<file path="src/rtl/gtd_pkg.sv">
// ----------------------------------------------------------------------------
// gtd_pkg
// Shared types and constants of the Goertzel tone detector: field widths,
// register codes, controller states and the command/status bundles.
// ----------------------------------------------------------------------------
`default_nettype none

package gtd_pkg;

  localparam int ACC_W   = 48;  // q1/q2 accumulators
  localparam int HALF_W  = 24;  // accumulator half fed to the multiplier
  localparam int MULA_W  = 25;  // signed multiplier operand A
  localparam int COEF_W  = 16;  // coefficient registers
  localparam int PROD_W  = 41;  // MULA_W + COEF_W
  localparam int FULL_W  = 64;  // full 48x16 product
  localparam int SUM_W   = 51;  // recurrence sum before saturation
  localparam int NUM_W   = 51;  // numerator fed to the divider
  localparam int LEN_W   = 13;  // block length and sample count
  localparam int OUT_W   = 24;  // result fields
  localparam int RSH_W   = 14;  // Q2.14 product shift
  localparam int TSH_W   = 15;  // Q1.15 product shift
  localparam int ADDR_W  = 4;
  localparam int DATA_W  = 32;

  localparam int MAX_BLOCK = 4096;

  localparam logic [LEN_W-1:0]  MAX_BLOCK_LEN = LEN_W'(MAX_BLOCK);
  localparam logic [ACC_W-1:0]  ACC_MAX = {1'b0, {(ACC_W-1){1'b1}}};
  localparam logic [ACC_W-1:0]  ACC_MIN = {1'b1, {(ACC_W-1){1'b0}}};
  localparam logic [OUT_W-1:0]  OUT_MAX = {1'b0, {(OUT_W-1){1'b1}}};
  localparam logic [OUT_W-1:0]  OUT_MIN = {1'b1, {(OUT_W-1){1'b0}}};

  // register indexes (paddr[3:2])
  localparam logic [1:0] REG_RECUR_COEFF  = 2'd0;
  localparam logic [1:0] REG_COS_TERM     = 2'd1;
  localparam logic [1:0] REG_SIN_TERM     = 2'd2;
  localparam logic [1:0] REG_BLOCK_LENGTH = 2'd3;

  localparam logic [COEF_W-1:0] RECUR_COEFF_RST  = 16'sd0;
  localparam logic [COEF_W-1:0] COS_TERM_RST     = 16'sd32767;
  localparam logic [COEF_W-1:0] SIN_TERM_RST     = 16'sd0;
  localparam logic [LEN_W-1:0]  BLOCK_LENGTH_RST = 13'd256;

  typedef enum logic [3:0] {
    S_IDLE,
    S_MUL_HI,
    S_UPDATE,
    S_RE_LO,
    S_RE_HI,
    S_RE_START,
    S_RE_WAIT,
    S_IM_LO,
    S_IM_HI,
    S_IM_START,
    S_IM_WAIT,
    S_EMIT
  } gtd_state_e;

  typedef enum logic {
    SRC_Q1,
    SRC_Q2
  } gtd_src_e;

  typedef enum logic [1:0] {
    COEF_RECUR,
    COEF_COS,
    COEF_SIN
  } gtd_coef_e;

  typedef struct packed {
    logic      take_sample;
    logic      mul_en;
    logic      mul_hi;
    gtd_src_e  mul_src;
    gtd_coef_e mul_coef;
    logic      update;
    logic      div_start;
    logic      div_im;
    logic      emit;
  } gtd_cmd_t;

  typedef struct packed {
    logic last;
    logic div_done;
  } gtd_sts_t;

endpackage

`default_nettype wire

</file>
<file path="src/rtl/gtd_if.sv">
// ----------------------------------------------------------------------------
// gtd_if
// Valid/ready channels of the tone detector: sample words in, result
// words out.
// ----------------------------------------------------------------------------
`default_nettype none

interface gtd_in_if #(
  parameter int SAMPLE_BITS = 16
);
  logic                          valid;
  logic                          ready;
  logic signed [SAMPLE_BITS-1:0] sample;

  modport source (output valid, output sample, input ready);
  modport sink   (input valid, input sample, output ready);
endinterface

interface gtd_out_if;
  logic                            valid;
  logic                            ready;
  logic signed [gtd_pkg::OUT_W-1:0] real_part;
  logic signed [gtd_pkg::OUT_W-1:0] imag_part;

  modport source (output valid, output real_part, output imag_part, input ready);
  modport sink   (input valid, input real_part, input imag_part, output ready);
endinterface

`default_nettype wire

</file>
<file path="src/rtl/gtd_div.sv">
// ----------------------------------------------------------------------------
// gtd_div
// Restoring divider, one quotient bit per cycle. Truncates toward zero and
// saturates the quotient to the result width.
// ----------------------------------------------------------------------------
`default_nettype none

module gtd_div (
  input  wire logic                                clk_i,
  input  wire logic                                rst_ni,
  input  wire logic                                start_i,
  input  wire logic signed [gtd_pkg::NUM_W-1:0]    num_i,
  input  wire logic        [gtd_pkg::LEN_W-1:0]    den_i,
  output      logic                                done_o,
  output      logic signed [gtd_pkg::OUT_W-1:0]    quot_o
);

  localparam int NUM_W = gtd_pkg::NUM_W;
  localparam int LEN_W = gtd_pkg::LEN_W;
  localparam int OUT_W = gtd_pkg::OUT_W;
  localparam int CNT_W = $clog2(NUM_W);
  localparam logic [CNT_W-1:0] CNT_LAST = CNT_W'(NUM_W - 1);

  logic             busy_q, busy_d;
  logic             done_q, done_d;
  logic [CNT_W-1:0] cnt_q, cnt_d;
  logic [NUM_W-1:0] quo_q, quo_d;
  logic [LEN_W-1:0] rem_q, rem_d;
  logic [LEN_W-1:0] den_q, den_d;
  logic             neg_q, neg_d;

  logic [NUM_W-1:0] mag;
  logic [LEN_W:0]   trial;
  logic             fits;
  logic             too_big;

  assign mag   = num_i[NUM_W-1] ? (~num_i + NUM_W'(1)) : num_i;
  assign trial = {rem_q, quo_q[NUM_W-1]};
  assign fits  = trial >= {1'b0, den_q};

  always_comb begin
    busy_d = busy_q;
    done_d = 1'b0;
    cnt_d  = cnt_q;
    quo_d  = quo_q;
    rem_d  = rem_q;
    den_d  = den_q;
    neg_d  = neg_q;
    if (start_i) begin
      busy_d = 1'b1;
      cnt_d  = '0;
      quo_d  = mag;
      rem_d  = '0;
      den_d  = den_i;
      neg_d  = num_i[NUM_W-1];
    end else if (busy_q) begin
      // shift in the next dividend bit, subtract when it fits
      rem_d = fits ? LEN_W'(trial - {1'b0, den_q}) : trial[LEN_W-1:0];
      quo_d = {quo_q[NUM_W-2:0], fits};
      cnt_d = cnt_q + CNT_W'(1);
      if (cnt_q == CNT_LAST) begin
        busy_d = 1'b0;
        done_d = 1'b1;
      end
    end
  end

  always_ff @(posedge clk_i or negedge rst_ni) begin
    if (!rst_ni) begin
      busy_q <= 1'b0;
      done_q <= 1'b0;
      cnt_q  <= '0;
    end else begin
      busy_q <= busy_d;
      done_q <= done_d;
      cnt_q  <= cnt_d;
    end
  end

  always_ff @(posedge clk_i) begin
    quo_q <= quo_d;
    rem_q <= rem_d;
    den_q <= den_d;
    neg_q <= neg_d;
  end

  // a negative quotient may reach one step further than a positive one
  always_comb begin
    if (neg_q) begin
      too_big = (|quo_q[NUM_W-1:OUT_W]) || (quo_q[OUT_W-1] && (|quo_q[OUT_W-2:0]));
      quot_o  = too_big ? gtd_pkg::OUT_MIN : OUT_W'(~quo_q + NUM_W'(1));
    end else begin
      too_big = |quo_q[NUM_W-1:OUT_W-1];
      quot_o  = too_big ? gtd_pkg::OUT_MAX : quo_q[OUT_W-1:0];
    end
  end

  assign done_o = done_q;

endmodule

`default_nettype wire

</file>
<file path="src/rtl/gtd_dp.sv">
// ----------------------------------------------------------------------------
// gtd_dp
// Datapath: q1/q2 accumulators, shared 25x16 multiplier with a 64-bit
// product register, recurrence update with saturation, the divider and
// the result register.
// ----------------------------------------------------------------------------
`default_nettype none

module gtd_dp #(
  parameter int SAMPLE_BITS = 16
) (
  input  wire logic                                  clk_i,
  input  wire logic                                  rst_ni,
  input  wire gtd_pkg::gtd_cmd_t                     cmd_i,
  output      gtd_pkg::gtd_sts_t                     sts_o,
  input  wire logic signed [SAMPLE_BITS-1:0]         sample_i,
  input  wire logic signed [gtd_pkg::COEF_W-1:0]     recur_coeff_i,
  input  wire logic signed [gtd_pkg::COEF_W-1:0]     cos_term_i,
  input  wire logic signed [gtd_pkg::COEF_W-1:0]     sin_term_i,
  input  wire logic        [gtd_pkg::LEN_W-1:0]      block_length_i,
  output      logic signed [gtd_pkg::OUT_W-1:0]      real_part_o,
  output      logic signed [gtd_pkg::OUT_W-1:0]      imag_part_o
);

  localparam int ACC_W  = gtd_pkg::ACC_W;
  localparam int HALF_W = gtd_pkg::HALF_W;
  localparam int MULA_W = gtd_pkg::MULA_W;
  localparam int COEF_W = gtd_pkg::COEF_W;
  localparam int PROD_W = gtd_pkg::PROD_W;
  localparam int FULL_W = gtd_pkg::FULL_W;
  localparam int SUM_W  = gtd_pkg::SUM_W;
  localparam int NUM_W  = gtd_pkg::NUM_W;
  localparam int LEN_W  = gtd_pkg::LEN_W;
  localparam int OUT_W  = gtd_pkg::OUT_W;
  localparam int RSH_W  = gtd_pkg::RSH_W;
  localparam int TSH_W  = gtd_pkg::TSH_W;

  logic signed [ACC_W-1:0]       q1_q, q1_d, q2_q, q2_d;
  logic        [LEN_W-1:0]       count_q, count_d;
  logic signed [FULL_W-1:0]      acc_q, acc_d;
  logic signed [SAMPLE_BITS-1:0] x_q;
  logic signed [OUT_W-1:0]       re_q, im_q, out_re_q, out_im_q;

  logic signed [ACC_W-1:0]  mul_src;
  logic signed [MULA_W-1:0] mul_a;
  logic signed [COEF_W-1:0] mul_b;
  logic signed [PROD_W-1:0] prod;
  logic signed [FULL_W-1:0] prod_ext;
  logic signed [SUM_W-1:0]  sum;
  logic signed [ACC_W-1:0]  q0_sat;
  logic signed [NUM_W-1:0]  num_re, num_im;
  logic        [LEN_W-1:0]  n_eff;
  logic                     div_done;
  logic signed [OUT_W-1:0]  div_quot;

  // multiplier: low half unsigned, high half signed, one half per cycle
  assign mul_src = (cmd_i.mul_src == gtd_pkg::SRC_Q1) ? q1_q : q2_q;
  assign mul_a   = cmd_i.mul_hi ? {mul_src[ACC_W-1], mul_src[ACC_W-1:HALF_W]}
                                : {1'b0, mul_src[HALF_W-1:0]};

  always_comb begin
    case (cmd_i.mul_coef)
      gtd_pkg::COEF_RECUR: mul_b = recur_coeff_i;
      gtd_pkg::COEF_COS:   mul_b = cos_term_i;
      gtd_pkg::COEF_SIN:   mul_b = sin_term_i;
      default:             mul_b = '0;
    endcase
  end

  assign prod     = mul_a * mul_b;
  assign prod_ext = {{(FULL_W-PROD_W){prod[PROD_W-1]}}, prod};

  always_comb begin
    acc_d = acc_q;
    if (cmd_i.mul_en) begin
      acc_d = cmd_i.mul_hi ? (acc_q + (prod_ext <<< HALF_W)) : prod_ext;
    end
  end

  // q0 = (coeff*q1 >>> 14) - q2 + x, clamped to the accumulator range
  assign sum = {acc_q[FULL_W-1], acc_q[FULL_W-1:RSH_W]}
             - {{(SUM_W-ACC_W){q2_q[ACC_W-1]}}, q2_q}
             + {{(SUM_W-SAMPLE_BITS){x_q[SAMPLE_BITS-1]}}, x_q};

  always_comb begin
    if ((sum[SUM_W-1:ACC_W-1] == '0) || (sum[SUM_W-1:ACC_W-1] == '1)) begin
      q0_sat = sum[ACC_W-1:0];
    end else begin
      q0_sat = sum[SUM_W-1] ? gtd_pkg::ACC_MIN : gtd_pkg::ACC_MAX;
    end
  end

  assign n_eff = (block_length_i == '0) ? LEN_W'(1)
               : (block_length_i > gtd_pkg::MAX_BLOCK_LEN) ? gtd_pkg::MAX_BLOCK_LEN
               : block_length_i;

  assign sts_o.last = ({1'b0, count_q} + (LEN_W+1)'(1)) >= {1'b0, n_eff};

  always_comb begin
    q1_d    = q1_q;
    q2_d    = q2_q;
    count_d = count_q;
    if (cmd_i.update) begin
      q1_d    = q0_sat;
      q2_d    = q1_q;
      count_d = count_q + LEN_W'(1);
    end else if (cmd_i.emit) begin
      q1_d    = '0;
      q2_d    = '0;
      count_d = '0;
    end
  end

  always_ff @(posedge clk_i or negedge rst_ni) begin
    if (!rst_ni) begin
      q1_q    <= '0;
      q2_q    <= '0;
      count_q <= '0;
    end else begin
      q1_q    <= q1_d;
      q2_q    <= q2_d;
      count_q <= count_d;
    end
  end

  // numerators from the q2*cos or q2*sin product, shifted by 15
  assign num_im = {{(NUM_W-(FULL_W-TSH_W)){acc_q[FULL_W-1]}}, acc_q[FULL_W-1:TSH_W]};
  assign num_re = {{(NUM_W-ACC_W){q1_q[ACC_W-1]}}, q1_q} - num_im;

  gtd_div u_div (
    .clk_i   (clk_i),
    .rst_ni  (rst_ni),
    .start_i (cmd_i.div_start),
    .num_i   (cmd_i.div_im ? num_im : num_re),
    .den_i   (n_eff),
    .done_o  (div_done),
    .quot_o  (div_quot)
  );

  assign sts_o.div_done = div_done;

  always_ff @(posedge clk_i) begin
    acc_q <= acc_d;
    if (cmd_i.take_sample) begin
      x_q <= sample_i;
    end
    if (div_done && !cmd_i.div_im) begin
      re_q <= div_quot;
    end
    if (div_done && cmd_i.div_im) begin
      im_q <= div_quot;
    end
    if (cmd_i.emit) begin
      out_re_q <= re_q;
      out_im_q <= im_q;
    end
  end

  assign real_part_o = out_re_q;
  assign imag_part_o = out_im_q;

endmodule

`default_nettype wire

</file>
<file path="src/rtl/gtd_ctrl.sv">
// ----------------------------------------------------------------------------
// gtd_ctrl
// Sequencer: steps the datapath through the per-sample recurrence and the
// end-of-block scaling, and owns the handshake on both channels.
// ----------------------------------------------------------------------------
`default_nettype none

module gtd_ctrl (
  input  wire logic              clk_i,
  input  wire logic              rst_ni,
  input  wire logic              in_valid_i,
  output      logic              in_ready_o,
  output      logic              out_valid_o,
  input  wire logic              out_ready_i,
  output      gtd_pkg::gtd_cmd_t cmd_o,
  input  wire gtd_pkg::gtd_sts_t sts_i
);

  gtd_pkg::gtd_state_e state_q, state_d;
  logic                out_valid_q, out_valid_d;
  logic                out_free;

  assign out_free = !out_valid_q || out_ready_i;

  always_comb begin
    state_d = state_q;
    unique case (state_q)
      gtd_pkg::S_IDLE:     if (in_valid_i) begin
                             state_d = gtd_pkg::S_MUL_HI;
                           end
      gtd_pkg::S_MUL_HI:   state_d = gtd_pkg::S_UPDATE;
      gtd_pkg::S_UPDATE:   state_d = sts_i.last ? gtd_pkg::S_RE_LO : gtd_pkg::S_IDLE;
      gtd_pkg::S_RE_LO:    state_d = gtd_pkg::S_RE_HI;
      gtd_pkg::S_RE_HI:    state_d = gtd_pkg::S_RE_START;
      gtd_pkg::S_RE_START: state_d = gtd_pkg::S_RE_WAIT;
      gtd_pkg::S_RE_WAIT:  if (sts_i.div_done) begin
                             state_d = gtd_pkg::S_IM_LO;
                           end
      gtd_pkg::S_IM_LO:    state_d = gtd_pkg::S_IM_HI;
      gtd_pkg::S_IM_HI:    state_d = gtd_pkg::S_IM_START;
      gtd_pkg::S_IM_START: state_d = gtd_pkg::S_IM_WAIT;
      gtd_pkg::S_IM_WAIT:  if (sts_i.div_done) begin
                             state_d = gtd_pkg::S_EMIT;
                           end
      gtd_pkg::S_EMIT:     if (out_free) begin
                             state_d = gtd_pkg::S_IDLE;
                           end
      default:             state_d = gtd_pkg::S_IDLE;
    endcase
  end

  always_comb begin
    cmd_o          = '0;
    cmd_o.mul_src  = gtd_pkg::SRC_Q1;
    cmd_o.mul_coef = gtd_pkg::COEF_RECUR;
    in_ready_o     = 1'b0;
    unique case (state_q)
      gtd_pkg::S_IDLE: begin
        // low half of coeff*q1 goes in the same cycle as the sample
        in_ready_o        = 1'b1;
        cmd_o.take_sample = in_valid_i;
        cmd_o.mul_en      = in_valid_i;
      end
      gtd_pkg::S_MUL_HI: begin
        cmd_o.mul_en = 1'b1;
        cmd_o.mul_hi = 1'b1;
      end
      gtd_pkg::S_UPDATE: cmd_o.update = 1'b1;
      gtd_pkg::S_RE_LO: begin
        cmd_o.mul_en   = 1'b1;
        cmd_o.mul_src  = gtd_pkg::SRC_Q2;
        cmd_o.mul_coef = gtd_pkg::COEF_COS;
      end
      gtd_pkg::S_RE_HI: begin
        cmd_o.mul_en   = 1'b1;
        cmd_o.mul_hi   = 1'b1;
        cmd_o.mul_src  = gtd_pkg::SRC_Q2;
        cmd_o.mul_coef = gtd_pkg::COEF_COS;
      end
      gtd_pkg::S_RE_START: cmd_o.div_start = 1'b1;
      gtd_pkg::S_RE_WAIT:  cmd_o.div_im = 1'b0;
      gtd_pkg::S_IM_LO: begin
        cmd_o.mul_en   = 1'b1;
        cmd_o.mul_src  = gtd_pkg::SRC_Q2;
        cmd_o.mul_coef = gtd_pkg::COEF_SIN;
      end
      gtd_pkg::S_IM_HI: begin
        cmd_o.mul_en   = 1'b1;
        cmd_o.mul_hi   = 1'b1;
        cmd_o.mul_src  = gtd_pkg::SRC_Q2;
        cmd_o.mul_coef = gtd_pkg::COEF_SIN;
      end
      gtd_pkg::S_IM_START: begin
        cmd_o.div_start = 1'b1;
        cmd_o.div_im    = 1'b1;
      end
      gtd_pkg::S_IM_WAIT: cmd_o.div_im = 1'b1;
      gtd_pkg::S_EMIT:    cmd_o.emit = out_free;
      default:            cmd_o = '0;
    endcase
  end

  // hold the result word until the sink takes it
  always_comb begin
    out_valid_d = out_valid_q && !out_ready_i;
    if (cmd_o.emit) begin
      out_valid_d = 1'b1;
    end
  end

  always_ff @(posedge clk_i or negedge rst_ni) begin
    if (!rst_ni) begin
      state_q     <= gtd_pkg::S_IDLE;
      out_valid_q <= 1'b0;
    end else begin
      state_q     <= state_d;
      out_valid_q <= out_valid_d;
    end
  end

  assign out_valid_o = out_valid_q;

  a_done_in_wait: assert property (@(posedge clk_i) disable iff (!rst_ni)
    sts_i.div_done |-> (state_q == gtd_pkg::S_RE_WAIT || state_q == gtd_pkg::S_IM_WAIT))
    else $error("divider finished outside a wait state");

  a_emit_shows: assert property (@(posedge clk_i) disable iff (!rst_ni)
    cmd_o.emit |=> out_valid_q)
    else $error("result word not presented after emit");

  a_re_then_im: assert property (@(posedge clk_i) disable iff (!rst_ni)
    (state_q == gtd_pkg::S_RE_WAIT && sts_i.div_done) |=> state_q == gtd_pkg::S_IM_LO)
    else $error("imaginary part not started after real part");

endmodule

`default_nettype wire

</file>
<file path="src/rtl/goertzel_tone_detector_unit.sv">
// ----------------------------------------------------------------------------
// goertzel_tone_detector_unit
// Fixed-point Goertzel single-tone detector with an APB register port.
// ----------------------------------------------------------------------------
// For each accepted sample the shared 25x16 multiplier forms the 48x16
// product coeff*q1 in two halves, then the recurrence update runs. At the
// end of a block the same multiplier forms q2*cos and q2*sin, and a
// one-bit-per-cycle divider divides q1 - q2*cos and q2*sin by N, so after
// the last sample of a block the next sample is taken only after both
// divisions, plus any wait for the sink to take the previous result.
// The result word sits in an output register, so sampling resumes while it
// waits. Block length 0 counts as 1 and lengths above 4096 are clamped.
// Registers at byte offsets 0x0 recur_coeff (Q2.14), 0x4 cos_term (Q1.15),
// 0x8 sin_term (Q1.15), 0xC block_length; write only between samples.
// ----------------------------------------------------------------------------
`default_nettype none

module goertzel_tone_detector_unit #(
  parameter int SAMPLE_BITS = 16
) (
  input  wire logic                          clk_i,
  input  wire logic                          rst_ni,
  input  wire logic                          psel,
  input  wire logic                          penable,
  input  wire logic                          pwrite,
  input  wire logic [gtd_pkg::ADDR_W-1:0]    paddr,
  input  wire logic [gtd_pkg::DATA_W-1:0]    pwdata,
  output      logic [gtd_pkg::DATA_W-1:0]    prdata,
  output      logic                          pready,
  gtd_in_if.sink                             in_if,
  gtd_out_if.source                          out_if
);

  localparam int COEF_W = gtd_pkg::COEF_W;
  localparam int LEN_W  = gtd_pkg::LEN_W;
  localparam int DATA_W = gtd_pkg::DATA_W;

  logic [COEF_W-1:0] recur_coeff_q, cos_term_q, sin_term_q;
  logic [LEN_W-1:0]  block_length_q;
  logic              wr_en;
  logic [1:0]        reg_idx;

  gtd_pkg::gtd_cmd_t cmd;
  gtd_pkg::gtd_sts_t sts;

  assign pready  = 1'b1;
  assign wr_en   = psel && penable && pwrite && pready;
  assign reg_idx = paddr[gtd_pkg::ADDR_W-1:2];

  always_ff @(posedge clk_i or negedge rst_ni) begin
    if (!rst_ni) begin
      recur_coeff_q  <= gtd_pkg::RECUR_COEFF_RST;
      cos_term_q     <= gtd_pkg::COS_TERM_RST;
      sin_term_q     <= gtd_pkg::SIN_TERM_RST;
      block_length_q <= gtd_pkg::BLOCK_LENGTH_RST;
    end else if (wr_en) begin
      unique case (reg_idx)
        gtd_pkg::REG_RECUR_COEFF:  recur_coeff_q  <= pwdata[COEF_W-1:0];
        gtd_pkg::REG_COS_TERM:     cos_term_q     <= pwdata[COEF_W-1:0];
        gtd_pkg::REG_SIN_TERM:     sin_term_q     <= pwdata[COEF_W-1:0];
        gtd_pkg::REG_BLOCK_LENGTH: block_length_q <= pwdata[LEN_W-1:0];
        default: ;
      endcase
    end
  end

  always_comb begin
    unique case (reg_idx)
      gtd_pkg::REG_RECUR_COEFF:  prdata = DATA_W'(recur_coeff_q);
      gtd_pkg::REG_COS_TERM:     prdata = DATA_W'(cos_term_q);
      gtd_pkg::REG_SIN_TERM:     prdata = DATA_W'(sin_term_q);
      gtd_pkg::REG_BLOCK_LENGTH: prdata = DATA_W'(block_length_q);
      default:                   prdata = '0;
    endcase
  end

  gtd_ctrl u_ctrl (
    .clk_i       (clk_i),
    .rst_ni      (rst_ni),
    .in_valid_i  (in_if.valid),
    .in_ready_o  (in_if.ready),
    .out_valid_o (out_if.valid),
    .out_ready_i (out_if.ready),
    .cmd_o       (cmd),
    .sts_i       (sts)
  );

  gtd_dp #(
    .SAMPLE_BITS (SAMPLE_BITS)
  ) u_dp (
    .clk_i          (clk_i),
    .rst_ni         (rst_ni),
    .cmd_i          (cmd),
    .sts_o          (sts),
    .sample_i       (in_if.sample),
    .recur_coeff_i  (recur_coeff_q),
    .cos_term_i     (cos_term_q),
    .sin_term_i     (sin_term_q),
    .block_length_i (block_length_q),
    .real_part_o    (out_if.real_part),
    .imag_part_o    (out_if.imag_part)
  );

endmodule

`default_nettype wire
</file>
<file path="src/flat_wrapper.sv">
// flat-port wrapper written by rule: the top's interface ports become plain ports
module goertzel_tone_detector_unit_flat 
#(
  parameter int SAMPLE_BITS = 16
)
  (clk_i, rst_ni, psel, penable, pwrite, paddr, pwdata, prdata, pready, in_if_valid, in_if_sample, in_if_ready, out_if_valid, out_if_real_part, out_if_imag_part, out_if_ready);
  gtd_in_if #(.SAMPLE_BITS(SAMPLE_BITS)) in_if_i ();
  gtd_out_if out_if_i ();
  input  wire logic clk_i;
  input  wire logic rst_ni;
  input  wire logic psel;
  input  wire logic penable;
  input  wire logic pwrite;
  input  wire logic [gtd_pkg::ADDR_W-1:0] paddr;
  input  wire logic [gtd_pkg::DATA_W-1:0] pwdata;
  output      logic [gtd_pkg::DATA_W-1:0] prdata;
  output      logic pready;
  input wire logic [$bits(in_if_i.valid)-1:0] in_if_valid;
  input wire logic [$bits(in_if_i.sample)-1:0] in_if_sample;
  output wire logic [$bits(in_if_i.ready)-1:0] in_if_ready;
  output wire logic [$bits(out_if_i.valid)-1:0] out_if_valid;
  output wire logic [$bits(out_if_i.real_part)-1:0] out_if_real_part;
  output wire logic [$bits(out_if_i.imag_part)-1:0] out_if_imag_part;
  input wire logic [$bits(out_if_i.ready)-1:0] out_if_ready;
  assign in_if_i.valid = in_if_valid;
  assign in_if_i.sample = in_if_sample;
  assign in_if_ready = in_if_i.ready;
  assign out_if_valid = out_if_i.valid;
  assign out_if_real_part = out_if_i.real_part;
  assign out_if_imag_part = out_if_i.imag_part;
  assign out_if_i.ready = out_if_ready;
  goertzel_tone_detector_unit #(.SAMPLE_BITS(SAMPLE_BITS)) u_core (.clk_i(clk_i), .rst_ni(rst_ni), .psel(psel), .penable(penable), .pwrite(pwrite), .paddr(paddr), .pwdata(pwdata), .prdata(prdata), .pready(pready), .in_if(in_if_i), .out_if(out_if_i));
endmodule
</file>
<file path="config.mk">
export PLATFORM = sky130hd
export DESIGN_NAME = goertzel_tone_detector_unit_flat
export DESIGN_NICKNAME = d
export VERILOG_FILES = /design/src/rtl/gtd_pkg.sv /design/src/rtl/gtd_if.sv /design/src/rtl/gtd_div.sv /design/src/rtl/gtd_dp.sv /design/src/rtl/gtd_ctrl.sv /design/src/rtl/goertzel_tone_detector_unit.sv /design/src/flat_wrapper.sv
export SDC_FILE = /design/constraint.sdc
export NUM_CORES = 2
export LEC_CHECK = 0
export ABC_AREA = 1
export BUFFER_PORTS_ARGS = -buffer_cell sky130_fd_sc_hd__buf_4
export CAP_MARGIN = 20
export CORE_UTILIZATION = 40
export CTS_BUF_LIST = sky130_fd_sc_hd__clkbuf_4 sky130_fd_sc_hd__clkbuf_8
export CTS_CLUSTER_DIAMETER = 150
export DETAILED_ROUTE_END_ITERATION = 10
export GPL_TIMING_DRIVEN = 0
export PLACE_DENSITY = 0.62
export SLEW_MARGIN = 25
export SYNTH_ARGS = -nofsm -noshare
export SYNTH_HDL_FRONTEND = slang
export SYNTH_SLANG_ARGS = --single-unit
</file>
<file path="constraint.sdc">
create_clock -name clk_i -period 9.33 [get_ports clk_i]
set_input_delay 0.933 -clock clk_i [delete_from_list [all_inputs] [get_ports clk_i]]
set_output_delay 0.933 -clock clk_i [all_outputs]
set_load 0.005 [all_outputs]
</file>
* Word-level counts from Yosys, hierarchy flattened *
Index checks and enable logic that the tools add are counted.

storage, ports and cells
  memories kept = 0
  bits in registers = 437
  latch bits = 0
  bits in read-only memories = 0
  bits in writable memories = 0
  input bits = 59

operators by class
  divide/modulo/power cells = 0
  reductions and logical operators = 33
  equality and inequality tests = 22
  order comparisons = 3
  multipliers = 1
  add/sub/neg operators = 10
  shift operators = 0
  bitwise logic cells = 2
  mux-type cells = 46

operators by type and width
  cell                     number
  $mux W48                 6
  $mux W51                 4
  $pmux W32 S4             1
  $mux W24                 3
  $mux W13                 5
  $add A64 B64 Y64         1
  $mux W64                 1
  $add A51 B2 Y51 const B  1
  $add A51 B51 Y51         1
  $not A51 Y51             1
  $sub A50 B48 Y51         1
  $sub A48 B49 Y50         1
  $pmux W16 S3             1
  $pmux W4 S12             1
  $mul A25 B16 Y41         1
  $ge A14 B13 Y1           2
  $reduce_or A28 Y1        1
  $reduce_or A27 Y1        1
  $mux W25                 1
  $add A24 B1 Y24 const B  1
  $not A24 Y24             1
  $reduce_or A23 Y1        1
  $eq A4 B4 Y1 const B     5
  $eq A4 B3 Y1 const B     4
  other kinds (29)         71

* Logic depth before layout (Yosys ltp) *
  word-level depth = 8
  gate-level depth with buffers = 52
  depth with buffers taken out = 49

* Hierarchy *
From an unflattened synthesis, not the netlist that was laid out.

second synthesis, totals
  cell total of the unflattened synthesis = 6638
  area total of the unflattened synthesis = 48413.9 um2

by module, submodules not included
  module                       cells each  sequential area each (um2)  times used  area each (um2)
  gtd_dp                       5165        7592.3                      1           38032.7
  gtd_div                      1021        2412.3                      1           6902.9
  goertzel_tone_detector_unit  379         1546.5                      1           3035.4
  gtd_ctrl                     73          125.1                       1           442.9

* Least setup slack after synthesis *
No wires, ideal clock.

  path kind = register -> register
  start = register u_core.u_ctrl.state_q[2]
  end = register u_core.u_dp.acc_q[63], data pin
  setup slack = 0.276 ns
  arrival = 8.799 ns
  cell stages (with the launch flop) = 45
  period minus slack after synthesis = 9.054 ns
  path through = dfrtp_1 inv_1 nor2_1 o22ai_2 nand2_1 inv_1 buf_2 buf_2 a21oi_1 clkbuf_1 nor2_1 fa_1 inv_1 fa_1 fa_1 inv_1 fa_1 fa_1 (+9 left out) a21oi_1 o21ai_1 nand2_1 o21a_1 or2_0 and2_1 ha_1 nand2_1 nor2_1 nand2_1 o21ai_0 nand2_1 nand3_1 xor2_1 inv_1 or2_2 nand2_1 nand2_1

on the way
  cells in the longest elaborated chain, start to end = 8
  elaborated cells between the ends (all ways) = 19
  classes of those cells = 1 x add/sub; 1 x mul; 7 x eq/ne; 6 x mux; 4 x reduce/logical

ends and longest elaborated chain
  what                                        line                        RTL
  start, declared                             gtd_ctrl.sv:19              gtd_pkg::gtd_state_e state_q, state_d;
  start signal, assigned                      gtd_ctrl.sv:113             state_q <= gtd_pkg::S_IDLE;
  start signal, assigned                      gtd_ctrl.sv:116             state_q <= state_d;
  $eq A4 B4 Y1, or another cell as far along  gtd_ctrl.sv:57              unique case (state_q)
  $reduce_or A2 Y1 (no line)                  --
  $pmux W3 S2                                 gtd_ctrl.sv:57
  $eq A2 B2 Y1, or another cell as far along  gtd_dp.sv:62                case (cmd_i.mul_coef)
  $pmux W16 S3 or $mux W25 (tied branches)    gtd_dp.sv:62, gtd_dp.sv:58
  $mul A25 B16 Y41                            gtd_dp.sv:70                assign prod = mul_a * mul_b;
  $add A64 B64 Y64                            gtd_dp.sv:76                acc_d = cmd_i.mul_hi ? (acc_q + (prod_ext <<< HALF_W)) : prod_ext;
  $mux W64 (*)                                gtd_dp.sv:76
  end signal, assigned                        gtd_dp.sv:143               acc_q <= acc_d;
  end, declared                               gtd_dp.sv:40                logic signed [FULL_W-1:0] acc_q, acc_d;

Every way passes the cells marked *; elsewhere a longest branch is shown, timed or not.
A chain may end at the register's enable or synchronous reset.

* Worst setup path after layout *
Ends and elaborated chain as after synthesis.

==> summary.json <==
{
  "fraction_of_final_layout_cells_with_drive_strength_greater_than_1": {"value": 14.5, "unit": "%"},
  "gr-usage-all-layers": {"value": 27.1, "unit": "%"},
  "cp-start-kind": {"value": "flip-flop"},
  "die_height": {"value": 343, "unit": "µm"},
  "syn_area_per_cell": {"value": 7.59, "unit": "µm²"},
  "layout_worst_path_cycle_share": {"value": 98.8, "unit": "%"},
  "timing.reg2reg.worst_path_depth": {"value": 45},
  "cts_root_buffer": {"value": "sky130_fd_sc_hd__clkbuf_8"},
  "timing.clock.skew": {"value": 0.0674, "unit": "ns"},
  "syn2layout_area_growth": {"value": 17.8, "unit": "%"},
  "synth_edf_count": {"value": 227},
  "fraction_of_the_yosys_area_taken_by_sequential_cells": {"value": 25.1, "unit": "%"},
  "postRouteWirelength": {"value": 159000, "unit": "µm"},
  "cts_max_path_buffers": {"value": 3},
  "cts_num_sinks": {"value": 423},
  "antenna_found_initial": {"value": 5},
  "port_buffers": {"value": 106},
  "critical_path_buf_inv_count": {"value": 10},
  "vias": {"value": 41800},
  "grt_pass1_wl": {"value": 242000, "unit": "µm"},
  "overflow": {"value": 0},
  "cp_data_required_time": {"value": 9.77, "unit": "ns"},
  "place.gp.congestion": {"value": 1.08},
  "sequential_cell_area": {"value": 11700, "unit": "µm²"},
  "post_synth_inst_count": {"value": 6120},
  "worst_setup_path_startpoint": {"value": "u_core.u_ctrl.state_q[2]$_DFFE_PN0P_"},
  "post_synth_instance_area": {"value": 46400, "unit": "µm²"},
  "worst-r2r-setup-slack": {"value": 0.12, "unit": "ns"},
  "max_cap_violations": {"value": 0},
  "hold_viol_final": {"value": 0},
  "cpPeakStageDelay": {"value": 0.55, "unit": "ns"},
  "route.detailed.drc": {"value": 32},
  "first_global_vias": {"value": 41400},
  "max_slew.worst_pin.slew": {"value": 1.00, "unit": "ns"},
  "highest_achievable_clock_rate": {"value": 109, "unit": "MHz"},
  "count_of_routing_violations_after_the_opening_detailed_route_iteration": {"value": 3600},
  "io-pin-count": {"value": 142},
  "filler_cell_count": {"value": 11300},
  "violations": {"value": "DRC"},
  "post_detailed_placement_half_perimeter_wirelength": {"value": 129000, "unit": "µm"},
  "ys_seq_elements": {"value": 423},
  "worst_path_dominant_cell_family": {"value": "adder cells"},
  "maxSlewViolCount": {"value": 0},
  "fin_crit": {"value": 9.21, "unit": "ns"},
  "ant_nets": {"value": 0},
  "clk-insertion-delay-late": {"value": 0.71, "unit": "ns"},
  "layout_commonest_cell": {"value": "sky130_fd_sc_hd__nand2_1"},
  "cp_data_arrival_time": {"value": 9.65, "unit": "ns"},
  "starting_density_of_the_core": {"value": 40.5, "unit": "%"},
  "worstSetupPathType": {"value": "reg -> reg"},
  "ys.warnings.count": {"value": 0},
  "maxSlewHeadroom": {"value": 33.1, "unit": "%"},
  "largest_net_degree_at_the_start_of_global_routing": {"value": 77},
  "drt_wl_cell": {"value": 19.8, "unit": "µm"},
  "synthArstFlopShare": {"value": 43.3, "unit": "%"},
  "chipWidth": {"value": 343, "unit": "µm"},
  "fp.coreArea": {"value": 115000, "unit": "µm²"},
  "synth_cell_type_count": {"value": 70},
  "rr_startpoint": {"value": "u_core.u_ctrl.state_q[2]$_DFFE_PN0P_"},
  "routed_via_density": {"value": 5.20},
  "floorplan.die_area": {"value": 117000, "unit": "µm²"},
  "hold_class": {"value": "in -> async"},
  "detail_route.first_pass.iterations": {"value": 9},
  "tritoncts": {"value": "built"},
  "worst_setup_hold_path_clk_slew": {"value": 0.06, "unit": "ns"},
  "multi_input_comb_area": {"value": 31400, "unit": "µm²"},
  "layout.nets": {"value": 7232},
  "fin_util": {"value": 47.7, "unit": "%"},
  "setup-violations-final": {"value": 0},
  "numCtsBuffers": {"value": 74},
  "r2r-end": {"value": "u_core.u_dp.acc_q[63]$_DFFE_PP_"},
  "placementRows": {"value": 124},
  "crit_slowest_cell": {"value": "sky130_fd_sc_hd__fa_1"},
  "outcome": {"value": "complete, but fails checks"},
  "cts_htree_levels": {"value": 3},
  "critical_path.most_common_cell": {"value": "sky130_fd_sc_hd__fa_1"},
  "critical_path_peak_fanout": {"value": 10},
  "most-common-layout-cells": {"value": "1,496 x sky130_fd_sc_hd__nand2_1, 1,193 x sky130_fd_sc_hd__inv_1, 484 x sky130_fd_sc_hd__nor2_1, 432 x sky130_fd_sc_hd__fa_1, 295 x sky130_fd_sc_hd__o21ai_0"},
  "worst_setup_path_end_kind": {"value": "flip-flop"},
  "grt_setup_unrepaired": {"value": "yes"},
  "postSynth.topFlopCell": {"value": "sky130_fd_sc_hd__edfxtp_1"}
}
synthesized netlist by cell type, types with 57 or more instances:
cell                          n  area, µm²
sky130_fd_sc_hd__nand2_1   1553       5830
sky130_fd_sc_hd__nor2_1     513       1930
sky130_fd_sc_hd__dfrtp_1    167       4180
sky130_fd_sc_hd__xor2_1     107        937
sky130_fd_sc_hd__a21oi_1    263       1320
sky130_fd_sc_hd__o21ai_0    332       1660
sky130_fd_sc_hd__nand3_1    223       1120
sky130_fd_sc_hd__inv_1     1235       4640
sky130_fd_sc_hd__clkbuf_1    73        274
sky130_fd_sc_hd__ha_1       271       3390
sky130_fd_sc_hd__fa_1       441       8830
sky130_fd_sc_hd__o21ai_1     57        285
sky130_fd_sc_hd__edfxtp_1   227       6820
sky130_fd_sc_hd__xnor2_1     62        543
registers in the layout, summed over array words and instances, names as in the netlist, 4 cells and up:
name	count
u_core.sin_term_q	16
u_core.u_dp.q1_q	48
u_core.u_dp.re_q	24
u_core.u_dp.im_q	24
u_core.u_dp.count_q	13
u_core.cos_term_q	16
u_core.recur_coeff_q	16
u_core.u_dp.imag_part_o	24
u_core.u_ctrl.state_q	4
u_core.u_dp.q2_q	48
u_core.u_dp.acc_q	50
u_core.u_dp.u_div.cnt_q	6
u_core.block_length_q	13
u_core.u_dp.real_part_o	24
u_core.u_dp.u_div.rem_q	13
u_core.u_dp.u_div.den_q	13
u_core.u_dp.x_q	16
u_core.u_dp.u_div.quo_q	51
through the flow:
step                instances  hold WS, ns  setup TNS (ns)  worst slack, ns  area (µm²)
floorplan                6135        0.400               0            0.276       46500
global placement         7753        0.400          -46.96            -2.58       49200
detailed placement       7762        0.405          -48.39            -2.61       49400
CTS                      7968        0.108       -0.000201        -0.000201       53300
global route             8032        0.141          -0.560           -0.121       54700
finish                   8034        0.126               0            0.116       54700
layer usage:
metal / routed length [µm] / track usage, % / vias to the layer above
met5: 21 / 0 / -
met2: 73600 / 44.3 / 1584
li1: - / - / 19800
met3: 11300 / 4.12 / 348
met4: 8200 / 12.5 / 4
met1: 66200 / 35.4 / 20000
worst max-delay path by stage:
stage,to,cells past startpoint,slack [ns]
after floorplan,u_core.u_dp.acc_q[63]$_DFFE_PP_,44,0.28
after global placement,u_core.u_dp.acc_q[63]$_DFFE_PP_,44,-2.58
after detailed placement,u_core.u_dp.acc_q[63]$_DFFE_PP_,44,-2.61
after CTS,u_core.u_dp.acc_q[63]$_DFFE_PP_,46,-0.0002
after global routing,u_core.u_dp.acc_q[63]$_DFFE_PP_,47,-0.12
final,u_core.u_dp.acc_q[63]$_DFFE_PP_,45,0.12
area by class of cell:
| cell class | instances | area share [%] |
|---|---|---|
| Multi-Input combinational cell | 4289 | 57.5 |
| Sequential cell | 423 | 21.4 |
| Inverter | 1258 | 8.78 |
| Timing Repair Buffer | 250 | 3.85 |
| Tap cell | 1512 | 3.46 |
| Clock buffer | 107 | 2.45 |
| Buffer | 165 | 2.20 |
| Clock inverter | 27 | 0.405 |
| Antenna cell | 3 | 0.0137 |
logic make-up (layout without fill, tap and decap cells):
group                    after synthesis  after routing  share of synthesized area [%]
AND/OR/NAND/NOR                     2500           2500                           22.4
AO/OA/AOI/OAI                        889            889                           10.9
XOR/XNOR                             169            169                           3.19
other                                  2             20                         0.0162
buffers and inverters               1423           1807                           12.0
multiplexers                           2              2                         0.0458
adder cells (fa/ha/maj)              712            712                           26.3
flip-flops                           423            423                           25.1
what timing repair did:
action | 4_1_cts | 5_1_grt
resized for setup | 413 | 234
hold buffers | 0 | 0
hold endpoints to repair | 0 | 0
endpoints found under the setup margin | 44 | 16
cloned | 0 | 3
buffers inserted | 72 | 60
pin swaps | 66 | 154
Power is not shown: default switching activity piles up to over one toggle a cycle in this logic, so the estimate is an artifact.
